### src/rtl/rcsd_pkg.sv
package rcsd_pkg;

   localparam int ELEM_W    = 8;
   localparam int CODE_W    = 6;
   localparam int KEY_W     = 4;
   localparam int NUM_KEYS  = 10;
   localparam int SPAN      = 6;   // longest pattern
   localparam int SHORT_LEN = 4;   // shortest pattern, also the minimum fill before matching
   localparam int NUM_SETS  = 2;

   typedef logic [ELEM_W-1:0] elem_type;
   typedef logic [CODE_W-1:0] code_type;
   typedef logic [KEY_W-1:0]  key_type;

   typedef struct packed {
      elem_type element_code;
      logic     value_nonzero;
      logic     batch_end;
   } req_type;

   typedef struct packed {
      logic    hit;
      key_type key;
      logic    held;
   } match_type;

   localparam elem_type CODE_LOW            = 8'd2;
   localparam elem_type CODE_HIGH           = 8'd35;
   localparam elem_type CODE_ALWAYS_DROPPED = 8'd5;
   localparam elem_type CODE_DROPPED_NEWER  = 8'd18;

   // Bit k describes key k+1.
   localparam logic [NUM_KEYS-1:0] KEY_IS_LONG  = 10'b11_1110_0000;
   localparam logic [NUM_KEYS-1:0] KEY_CAN_HOLD = 10'b00_0001_1011;

   // Patterns stored newest code first; short patterns pad with zero.
   localparam code_type PATTERNS [NUM_SETS][NUM_KEYS][SPAN] = '{
      '{
         '{6'h02, 6'h03, 6'h06, 6'h0E, 6'h00, 6'h00},
         '{6'h02, 6'h04, 6'h06, 6'h0E, 6'h00, 6'h00},
         '{6'h06, 6'h0E, 6'h06, 6'h0E, 6'h00, 6'h00},
         '{6'h06, 6'h0B, 6'h0C, 6'h0E, 6'h00, 6'h00},
         '{6'h06, 6'h0B, 6'h0D, 6'h0E, 6'h00, 6'h00},
         '{6'h06, 6'h07, 6'h0E, 6'h06, 6'h07, 6'h0E},
         '{6'h06, 6'h08, 6'h0E, 6'h06, 6'h08, 6'h0E},
         '{6'h06, 6'h09, 6'h0E, 6'h06, 6'h09, 6'h0E},
         '{6'h06, 6'h0A, 6'h0E, 6'h06, 6'h0A, 6'h0E},
         '{6'h06, 6'h0E, 6'h12, 6'h06, 6'h0E, 6'h12}
      },
      '{
         '{6'h02, 6'h03, 6'h13, 6'h1F, 6'h00, 6'h00},
         '{6'h02, 6'h04, 6'h13, 6'h1F, 6'h00, 6'h00},
         '{6'h13, 6'h1F, 6'h13, 6'h1F, 6'h00, 6'h00},
         '{6'h13, 6'h1C, 6'h1D, 6'h1F, 6'h00, 6'h00},
         '{6'h13, 6'h1C, 6'h1E, 6'h1F, 6'h00, 6'h00},
         '{6'h13, 6'h14, 6'h1F, 6'h13, 6'h14, 6'h1F},
         '{6'h13, 6'h15, 6'h1F, 6'h13, 6'h15, 6'h1F},
         '{6'h13, 6'h16, 6'h1F, 6'h13, 6'h16, 6'h1F},
         '{6'h13, 6'h17, 6'h1F, 6'h13, 6'h17, 6'h1F},
         '{6'h13, 6'h1F, 6'h23, 6'h13, 6'h1F, 6'h23}
      }
   };

endpackage

### src/rtl/rcsd_req_if.sv
interface rcsd_req_if import rcsd_pkg::*; ();
   logic     valid;
   logic     ready;
   elem_type element_code;
   logic     value_nonzero;
   logic     batch_end;

   modport source (output valid, element_code, value_nonzero, batch_end, input ready);
   modport sink   (input valid, element_code, value_nonzero, batch_end, output ready);
endinterface

### src/rtl/rcsd_rsp_if.sv
interface rcsd_rsp_if import rcsd_pkg::*; ();
   logic    valid;
   logic    ready;
   key_type key_code;
   logic    held;

   modport source (output valid, key_code, held, input ready);
   modport sink   (input valid, key_code, held, output ready);
endinterface

### src/rtl/rcsd_csr_if.sv
interface rcsd_csr_if ();
   logic valid;
   logic ready;
   logic pattern_set;

   modport source (output valid, pattern_set, input ready);
   modport sink   (input valid, pattern_set, output ready);
endinterface

### src/rtl/rcsd_match.sv
module rcsd_match import rcsd_pkg::*; (
   input  code_type        tail_code [SPAN],
   input  logic [SPAN-1:0] tail_value,
   input  logic            full_span,
   input  logic            pattern_set,
   output match_type       result
);

   always_comb begin
      logic [NUM_KEYS-1:0] hit;
      logic [NUM_KEYS-1:0] hold;
      hit    = '0;
      hold   = '0;
      result = '0;
      // Compare the tail against every pattern in parallel.
      for (int k = 0; k < NUM_KEYS; k++) begin
         hit[k] = !KEY_IS_LONG[k] || full_span;
         for (int j = 0; j < SPAN; j++) begin
            if (KEY_IS_LONG[k] || j < SHORT_LEN) begin
               hit[k] = hit[k] && (tail_code[j] == PATTERNS[pattern_set][k][j]);
            end
         end
         hold[k] = KEY_CAN_HOLD[k] &&
                   (KEY_IS_LONG[k] ? |tail_value : |tail_value[SHORT_LEN-1:0]);
      end
      // Lowest key number wins.
      for (int k = NUM_KEYS - 1; k >= 0; k--) begin
         if (hit[k]) begin
            result.hit  = 1'b1;
            result.key  = KEY_W'(k + 1);
            result.held = hold[k];
         end
      end
   end

endmodule

### src/rtl/remote_cookie_sequence_decoder.sv
// Remote key sequence decoder.
//
// req   : one event word per handshake (element code, value-nonzero flag,
//         batch-end mark). Accepted when valid and ready are high at a clock edge.
// rsp   : one word per batch, sent on the event that carries batch_end: the
//         last key matched in the batch (0 when none) and its held flag.
// csr   : write channel for the pattern-set select; always ready. Write it
//         only while no event is in flight.
//
// Timing: an event is registered on acceptance and processed from the input
// register; the batch result is registered in the result register that drives
// rsp. Throughput is one event per cycle unless a batch-end word meets a full
// result slot: the shift of the code history, the ten parallel pattern compares
// and the key update all sit in the single stage between the two registers.
//
// Reset clears the history fill, the last key and held flag, the pattern set
// and both valid flags. When rsp stalls, the result register holds its word;
// events without batch_end keep flowing, and a second batch-end word waits in
// the input register until the result slot frees up.
module remote_cookie_sequence_decoder import rcsd_pkg::*; #(
   parameter int HISTORY_DEPTH = 6
) (
   input  logic       clock,
   input  logic       reset,
   rcsd_req_if.sink   req,
   rcsd_rsp_if.source rsp,
   rcsd_csr_if.sink   csr
);

   localparam int CNT_W = $clog2(HISTORY_DEPTH + 1);

   // Input register
   req_type in_ff,       in_in;
   logic    in_valid_ff, in_valid_in;

   // Decoder state; code_hist_ff[0] is the newest entry
   code_type                 code_hist_ff [HISTORY_DEPTH];
   code_type                 code_hist_in [HISTORY_DEPTH];
   logic [HISTORY_DEPTH-1:0] val_hist_ff,  val_hist_in;
   logic [CNT_W-1:0]         count_ff,     count_in;
   key_type                  last_key_ff,  last_key_in;
   logic                     last_held_ff, last_held_in;
   logic                     pattern_set_ff, pattern_set_in;

   // Result register
   logic    rsp_valid_ff, rsp_valid_in;
   key_type rsp_key_ff,   rsp_key_in;
   logic    rsp_held_ff,  rsp_held_in;

   // Processing stage
   code_type                 push_code [HISTORY_DEPTH];
   logic [HISTORY_DEPTH-1:0] push_val;
   logic [CNT_W-1:0]         push_count;
   code_type                 tail_code [SPAN];
   logic                     slot_free;
   logic                     advance;
   logic                     req_fire;
   logic                     dropped;
   logic                     out_of_range;
   match_type                match;

   // Handshakes: the stage advances unless a batch end meets a full result slot.
   assign slot_free = !rsp_valid_ff || rsp.ready;
   assign advance   = in_valid_ff && (!in_ff.batch_end || slot_free);
   assign req.ready = !in_valid_ff || advance;
   assign req_fire  = req.valid && req.ready;
   assign csr.ready = 1'b1;

   assign rsp.valid    = rsp_valid_ff;
   assign rsp.key_code = rsp_key_ff;
   assign rsp.held     = rsp_held_ff;

   // Classify the code
   assign dropped = (in_ff.element_code == CODE_ALWAYS_DROPPED) ||
                    ((in_ff.element_code == CODE_DROPPED_NEWER) && pattern_set_ff);
   assign out_of_range = (in_ff.element_code < CODE_LOW) ||
                         (in_ff.element_code > CODE_HIGH);

   // History after the push: shift everything one place older, newest in front.
   always_comb begin
      push_code[0] = in_ff.element_code[CODE_W-1:0];
      push_val[0]  = in_ff.value_nonzero;
      for (int i = 1; i < HISTORY_DEPTH; i++) begin
         push_code[i] = code_hist_ff[i-1];
         push_val[i]  = val_hist_ff[i-1];
      end
      // Saturate the fill at full depth; the oldest entry drops off the end.
      push_count = (count_ff == CNT_W'(HISTORY_DEPTH)) ? count_ff : count_ff + CNT_W'(1);
   end

   always_comb begin
      for (int i = 0; i < SPAN; i++) begin
         tail_code[i] = push_code[i];
      end
   end

   rcsd_match u_match (
      .tail_code   (tail_code),
      .tail_value  (push_val[SPAN-1:0]),
      .full_span   (push_count >= CNT_W'(SPAN)),
      .pattern_set (pattern_set_ff),
      .result      (match)
   );

   // Next state
   always_comb begin
      in_in          = in_ff;
      in_valid_in    = in_valid_ff;
      code_hist_in   = code_hist_ff;
      val_hist_in    = val_hist_ff;
      count_in       = count_ff;
      last_key_in    = last_key_ff;
      last_held_in   = last_held_ff;
      pattern_set_in = pattern_set_ff;
      rsp_key_in     = rsp_key_ff;
      rsp_held_in    = rsp_held_ff;
      rsp_valid_in   = rsp_valid_ff && !rsp.ready;

      if (csr.valid) begin
         pattern_set_in = csr.pattern_set;
      end

      if (advance) begin
         in_valid_in = 1'b0;
         if (!dropped) begin
            if (out_of_range) begin
               count_in = '0;
            end else begin
               code_hist_in = push_code;
               val_hist_in  = push_val;
               count_in     = push_count;
               // No match leaves the previous key standing.
               if (push_count >= CNT_W'(SHORT_LEN) && match.hit) begin
                  last_key_in  = match.key;
                  last_held_in = match.held;
               end
            end
         end
         // Report the batch and start the next one clean.
         if (in_ff.batch_end) begin
            rsp_valid_in = 1'b1;
            rsp_key_in   = last_key_in;
            rsp_held_in  = last_held_in;
            count_in     = '0;
            last_key_in  = '0;
            last_held_in = 1'b0;
         end
      end

      if (req_fire) begin
         in_valid_in         = 1'b1;
         in_in.element_code  = req.element_code;
         in_in.value_nonzero = req.value_nonzero;
         in_in.batch_end     = req.batch_end;
      end
   end

   // Control registers
   always_ff @(posedge clock) begin
      if (reset) begin
         in_valid_ff    <= 1'b0;
         rsp_valid_ff   <= 1'b0;
         count_ff       <= '0;
         last_key_ff    <= '0;
         last_held_ff   <= 1'b0;
         pattern_set_ff <= 1'b0;
      end else begin
         in_valid_ff    <= in_valid_in;
         rsp_valid_ff   <= rsp_valid_in;
         count_ff       <= count_in;
         last_key_ff    <= last_key_in;
         last_held_ff   <= last_held_in;
         pattern_set_ff <= pattern_set_in;
      end
   end

   // Payload registers
   always_ff @(posedge clock) begin
      in_ff        <= in_in;
      code_hist_ff <= code_hist_in;
      val_hist_ff  <= val_hist_in;
      rsp_key_ff   <= rsp_key_in;
      rsp_held_ff  <= rsp_held_in;
   end

endmodule
### src/flat_wrapper.sv
// flat-port wrapper written by rule: the top's interface ports become plain ports
module remote_cookie_sequence_decoder_flat import rcsd_pkg::*;
#(
   parameter int HISTORY_DEPTH = 6
)
  (clock, reset, req_valid, req_element_code, req_value_nonzero, req_batch_end, req_ready, rsp_valid, rsp_key_code, rsp_held, rsp_ready, csr_valid, csr_pattern_set, csr_ready);
  rcsd_req_if req_i ();
  rcsd_rsp_if rsp_i ();
  rcsd_csr_if csr_i ();
  input  logic clock;
  input  logic reset;
  input wire logic [$bits(req_i.valid)-1:0] req_valid;
  input wire logic [$bits(req_i.element_code)-1:0] req_element_code;
  input wire logic [$bits(req_i.value_nonzero)-1:0] req_value_nonzero;
  input wire logic [$bits(req_i.batch_end)-1:0] req_batch_end;
  output wire logic [$bits(req_i.ready)-1:0] req_ready;
  output wire logic [$bits(rsp_i.valid)-1:0] rsp_valid;
  output wire logic [$bits(rsp_i.key_code)-1:0] rsp_key_code;
  output wire logic [$bits(rsp_i.held)-1:0] rsp_held;
  input wire logic [$bits(rsp_i.ready)-1:0] rsp_ready;
  input wire logic [$bits(csr_i.valid)-1:0] csr_valid;
  input wire logic [$bits(csr_i.pattern_set)-1:0] csr_pattern_set;
  output wire logic [$bits(csr_i.ready)-1:0] csr_ready;
  assign req_i.valid = req_valid;
  assign req_i.element_code = req_element_code;
  assign req_i.value_nonzero = req_value_nonzero;
  assign req_i.batch_end = req_batch_end;
  assign req_ready = req_i.ready;
  assign rsp_valid = rsp_i.valid;
  assign rsp_key_code = rsp_i.key_code;
  assign rsp_held = rsp_i.held;
  assign rsp_i.ready = rsp_ready;
  assign csr_i.valid = csr_valid;
  assign csr_i.pattern_set = csr_pattern_set;
  assign csr_ready = csr_i.ready;
  remote_cookie_sequence_decoder #(.HISTORY_DEPTH(HISTORY_DEPTH)) u_core (.clock(clock), .reset(reset), .req(req_i), .rsp(rsp_i), .csr(csr_i));
endmodule
### config.mk
export PLATFORM = sky130hd
export DESIGN_NAME = remote_cookie_sequence_decoder_flat
export DESIGN_NICKNAME = d
export VERILOG_FILES = /design/src/rtl/rcsd_pkg.sv /design/src/rtl/rcsd_req_if.sv /design/src/rtl/rcsd_rsp_if.sv /design/src/rtl/rcsd_csr_if.sv /design/src/rtl/rcsd_match.sv /design/src/rtl/remote_cookie_sequence_decoder.sv /design/src/flat_wrapper.sv
export SDC_FILE = /design/constraint.sdc
export NUM_CORES = 1
export LEC_CHECK = 0
export BUFFER_PORTS_ARGS = -buffer_cell sky130_fd_sc_hd__buf_4
export CORE_MARGIN = 1
export CORE_UTILIZATION = 54
export CTS_CLUSTER_DIAMETER = 50
export DETAILED_ROUTE_END_ITERATION = 12
export PLACE_DENSITY_LB_ADDON = 0.25
export SLEW_MARGIN = 10
export SYNTH_ARGS = -nofsm -noshare
export SYNTH_HDL_FRONTEND = slang
export SYNTH_SLANG_ARGS = --single-unit
### constraint.sdc
create_clock -name clock -period 2.7 [get_ports clock]
set_input_delay 0.27 -clock clock [delete_from_list [all_inputs] [get_ports clock]]
set_output_delay 0.27 -clock clock [all_outputs]
set_load 0.02 [all_outputs]
After elaboration in Yosys (flattened, before gate mapping). Index checks and enable logic that the tools add are counted.

Word-level logic and storage cells: 173. Input bits: 16. Register bits after elaboration: 59. Output and inout port bits: 8.

Reductions and logical operators: 64. $lt $le $gt $ge: 5. Equality and inequality tests: 54. $add $sub $neg: 1. Muxes and demuxes: 29. Bitwise operators: 3.

Operators by type and width (count): 360-bit 2-to-1 mux (2); 347-bit 2-to-1 mux (1); 6-bit == test (50); 6-bit 2-to-1 mux (10); 1-bit logical AND (50); 4-bit 2-to-1 mux (4); 3-bit 2-to-1 mux (4); 8-bit by 3-bit == test with 1-bit output, second input constant (1); 8-bit by 5-bit == test with 1-bit output, second input constant (1); 8-bit by 6-bit > comparator with 1-bit output, second input constant (1); 8-bit by 2-bit less-than comparator with 1-bit output, second input constant (1); 1-bit 2-to-1 mux (8); 3-bit greater-or-equal comparator, second input constant (2); 1-bit logical OR (5); 1-bit zero test (4); 2-bit AND reduction (2); 4-bit OR reduction (1); 3-bit by 1-bit adder with 3-bit output, second input constant (1); 3-bit == test, second input constant (1); 3-bit AND reduction (1); 2-bit greater-or-equal comparator, second input constant (1); 2-bit by 1-bit inequality test with 1-bit output, second input constant (1); 1-bit NOT (2); 1-bit NOT with 2-bit output (1); 2-bit nonzero test (1).

Longest topological paths before layout.
Depth after elaboration: 26. Depth in mapped cells: 9. Gate-level depth less buffers: 9.

By module. Synthesis repeated with hierarchy kept, for this count alone.

Cell total of the unflattened synthesis: 232. Area, all modules: 2917.8 um^2.

Modules (own cells, without submodules): remote_cookie_sequence_decoder (instances 1, sequential area each 1721.7 um^2, area each 2238.4 um^2, cells each 133); rcsd_match (instances 1, sequential area each 0.0 um^2, area each 679.4 um^2, cells each 99).

Worst setup path before layout. No wires, ideal clock.

Path type: register -> register. From: register u_core.in_ff[4] (netlist name). To: register u_core.code_hist_ff[10] (netlist name) (enable). Slack: -0.181 ns. Path buffers: 0. Data required time: 2.277 ns. Arrival time: 2.458 ns. Cell stages (with the launch flop): 5. Clock period less this slack: 2.881 ns. Library setup time: 0.423 ns. Cells stage by stage: edfxtp_1 nor3_1 mux2i_1 o311ai_1 nor2_1.

Cells in the longest elaborated chain, start to end: 5. Elaborated cells between the ends (all ways): 10. Classes of those cells: order compare: 2; eq/ne: 2; bitwise: 2; reduce/logical: 4.

Ends and longest elaborated chain: start: declaration (RTL line remote_cookie_sequence_decoder.sv:33) `req_type in_ff, in_in;`; start signal: assignment (RTL line remote_cookie_sequence_decoder.sv:179) `in_ff <= in_in;`; branches (longest 4 deep; another with 8-bit by 2-bit less-than comparator with 1-bit output); 3-bit AND reduction (no line) (*); end signal: assignment (RTL line remote_cookie_sequence_decoder.sv:180) `code_hist_ff <= code_hist_in;`; end: declaration (RTL line remote_cookie_sequence_decoder.sv:37) `code_type code_hist_ff [HISTORY_DEPTH];`.

Mark *: on every way between the ends. A chain may end at the register's enable or synchronous reset.

Worst setup path after layout.
From: register u_core.pattern_set_ff. To: register u_core.rsp_held_ff (netlist: u_core.rsp.held) (data pin).

Cells in the longest elaborated chain, start to end: 25. Elaborated cells between the ends (all ways): 109. Classes of those cells: eq/ne: 46; mux: 16; bitwise: 1; reduce/logical: 46.

Ends and longest elaborated chain: start: declaration (RTL line remote_cookie_sequence_decoder.sv:43) `logic pattern_set_ff, pattern_set_in;`; start signal: assignment (RTL line remote_cookie_sequence_decoder.sv:173) `pattern_set_ff <= pattern_set_in;`; 1-bit NOT with 2-bit output (implied by the code) (RTL line rcsd_match.sv:20) `hit[k] = hit[k] && (tail_code[j] == PATTERNS[pattern_set][k][j]);`; 347-bit 2-to-1 mux (implied by the code) (RTL line rcsd_match.sv:20); 360-bit 2-to-1 mux (implied by the code) (2 in series) (RTL line rcsd_match.sv:20); 6-bit == test (RTL line rcsd_match.sv:20); 1-bit logical AND (6 in series) (RTL line rcsd_match.sv:20); 6-bit 2-to-1 mux (10 in series) (RTL line rcsd_match.sv:28) `if (hit[k]) begin`; 1-bit logical AND (RTL line remote_cookie_sequence_decoder.sv:133) `if (push_count >= CNT_W'(SHORT_LEN) && match.hit) begin`; 1-bit 2-to-1 mux (RTL line remote_cookie_sequence_decoder.sv:133); 1-bit 2-to-1 mux (RTL line remote_cookie_sequence_decoder.sv:126) `if (out_of_range) begin`; 1-bit 2-to-1 mux (*) (RTL line remote_cookie_sequence_decoder.sv:125) `if (!dropped) begin`; end signal: assignment (RTL line remote_cookie_sequence_decoder.sv:183) `rsp_held_ff <= rsp_held_in;`; end: declaration (RTL line remote_cookie_sequence_decoder.sv:48) `logic rsp_held_ff, rsp_held_in;`.

Mark *: on every way between the ends. The rest lies on a longest branch, timed or not. The select of a mux whose other input is x is not followed.

==> reports/results.ini <==
[outcome]
outcome=completed

[timing]
whs_ps=102
max_freq_ghz=0.397
slew_viol_final=0
setup_viol=0
min_period_ps=2520
tns_ps=0
tightest_slew_ps=577
relSlewSlack_pct=61.4
hold_viol=0
rsz0062_at_grt=no
min_period_over_period_pct=93.2
skew_ps=8.67

[setup_path]
crit_path_top_delay_cell=dfxtp_2
critPathCaptureType=flop
worstPathBufferInverterCount=1
worst-path-stages=8
r2r-end=u_core.rsp.held
regToRegSetupSlack_ps=180
path_max_fanout=23
worst_setup_path_start_kind=flop
path_cells=buf_4 -> nor4bb_1 -> a31oi_1 -> or3_1 -> a211oi_2 -> a2111oi_2 -> nand2b_4 -> mux2i_1
r2r_start=u_core.pattern_set_ff
rr_worst_depth=8
worstSetupPathType=reg2reg
crit_path_start=u_core.pattern_set_ff
critPathMaxStageDelay_ps=580
cp_top_family=compound AO/OA/AOI/OAI gates
crit_required_ps=2780
worst_ep_arrival_time_ps=2590
crit_path_end=u_core.rsp.held

[clock_network]
root_buffer=clkbuf_8
clk_pin_slew_ps=70
hold_buffers=0
numCtsBuffers=9
htree_num_levels=3
tritoncts=done
cts_post_setup_buffers_inserted=0
worst_skew_pair.late_latency_ps=340
clockBufferDepth=2
cts.sinks=59

[final_layout]
area_growth_pct=15.7
layout-drive-gt1-share_pct=20.0
seqCellArea_um2=1660
fin_area_um2=3530
multi_input_area_um2=1310
insertedDiodeCount=0
nFillCells=416
nets=313

[routing]
drt_iter0_drc=263
wl_um=6520
antenna_left=0
first_pass_iters=5
vias_per_cell=6.24
drc_errors=0
wire_per_inst_um=17.6
num_vias=2308

[floorplan]
initial_core_util_pct=57.8
die_w_um=77.1
die-area_um2=5950
die_y_um=77.1
core_um2=5270
ios=24
row_count=26

[synth]
synthCells=264
seq_area_frac_synth_pct=54.5
syn-num-nets=282
syn_area_per_cell_um2=11.5
synthArstFlopShare_pct=0
synth.distinct_cells=67
synth_edf_count=48
synth_top_area_share_pct=47.3
ys_ff_latch=59
synth_top_cell_by_area=edfxtp_1
synth_area_um2=3050
synth_warnings=0
synthTopCellsByArea=edfxtp_1, dfxtp_1, nor2_1
yosys_most_used_dff=edfxtp_1

[pwr]
clockPowerShare_pct=44.1
p_switching_mw=0.420
power_frac_comb_pct=4.3
intPower_mw=1.56
p_leak_nw=1.24
power_frac_seq_pct=51.7
ir_worst_vdd_uv=356
powerDensity_nw_per_um2=561
swShare_pct=21.2

[placement]
gp_congestion=0.933
postPlaceCellArea_um2=3300
hpwl_um=4660
portBuffers=22

[global_routing]
grt_max_degree=31
grt_pass1_wl_um=10500
antenna_found_initial=0
overflow=0
grt_pass1_vias=2153
grt_usage_pct=23.8

[min_path]
hold_class=in2reg

[run]
max_cap_viol_count=0

[layout by cell type, fill, tap and decap left out, drive strengths merged, types with 9 or more instances in the layout]
cell	netlist	final
nor3	12	12
nand2	16	16
nand3	11	11
dfxtp	11	11
nor2	18	18
a21oi	10	10
buf	7	29
edfxtp	48	48
clkbuf	2	10
inv	9	9
[cells in the mapped netlist (all sizes together) (5+ instances only)]
master / number
o21ai: 6
nand3b: 6
nor3b: 5
nand2: 16
nor2: 18
nand4: 6
mux2i: 5
edfxtp: 48
inv: 9
nor2b: 6
and3: 7
nor4bb: 5
or3: 5
a21oi: 10
nand3: 11
nor3: 12
dfxtp: 11
buf: 7
a31oi: 5
[cells by family after synthesis]
kind of cell               synth area share, %
adders and majority gates                0.821
buffers and inverters                     2.91
muxes                                     1.64
and+or+nand+nor                           26.2
DFF                                       54.5
other                                    0.123
xor gates and xnor gates                  1.44
AOI/OAI and AO/OA                         12.3
[state kept, by name, summed over array words and instances (netlist names), 3 cells and up]
register             cells
u_core.in_ff            10
u_core.val_hist_ff       3
u_core.count_ff          3
u_core.last_key_ff       4
u_core.code_hist_ff     30
u_core.rsp.key_code      4
[routing by layer]
| layer | up-vias | routed length (um) | share of wire [%] | GRT usage (%) |
|---|---|---|---|---|
| met5 | - | 0 | 0 | 0 |
| met4 | 0 | 252 | 3.9 | 12.3 |
| met3 | 28 | 539 | 8.3 | 6.90 |
| met2 | 113 | 2990 | 46 | 36.3 |
| met1 | 1067 | 2740 | 42 | 30.9 |
| li1 | 1100 | - | - | - |
[how the worst min path moves through the flow]
stage | cells after the start | end | start
after floorplan | 0 | u_core.in_ff[0] | req_batch_end
after global placement | 1 | u_core.in_ff[5] | req_element_code[3]
after detailed placement | 0 | u_core.val_hist_ff[2] | u_core.val_hist_ff[1]
after CTS | 1 | u_core.in_ff[1] | req_value_nonzero
after global routing | 1 | u_core.in_ff[5] | req_element_code[3]
final | 1 | u_core.in_ff[6] | req_element_code[4]
[stage by stage]
step                utilization, %  power (mW)  cells  setup WS (ps)
global route                  66.9        2.04    370           45.0
floorplan                        -        1.09    264            349
finish                        66.9        1.98    370            183
detailed placement            62.6        1.12    354           72.2
CTS                           66.8        2.00    370            236
global placement              62.6        1.12    354            110
[power by group through the flow]
stage	clock network (mW)	registers, mW	logic, mW
2_1_floorplan	0	1.03	0.0547
3_3_place_gp	0	1.04	0.0820
3_5_place_dp	0	1.04	0.0840
4_1_cts	0.892	1.02	0.0846
5_1_grt	0.919	1.02	0.0922
6_report	0.871	1.02	0.0850
[layout make-up]
class,instances,area share [%]
Sequential cell,59,47.2
Multi-Input combinational cell,187,37.0
Timing Repair Buffer,29,6.17
Clock buffer,10,3.62
Clock inverter,6,2.56
Tap cell,70,2.48
Inverter,9,0.958
[timing repair]
item                       in CTS  in global routing
gates cloned                    0                  0
setup endpoints to repair       1                  1
gates resized for setup         1                  1
Note: power is estimated with default switching activity, not from simulation.
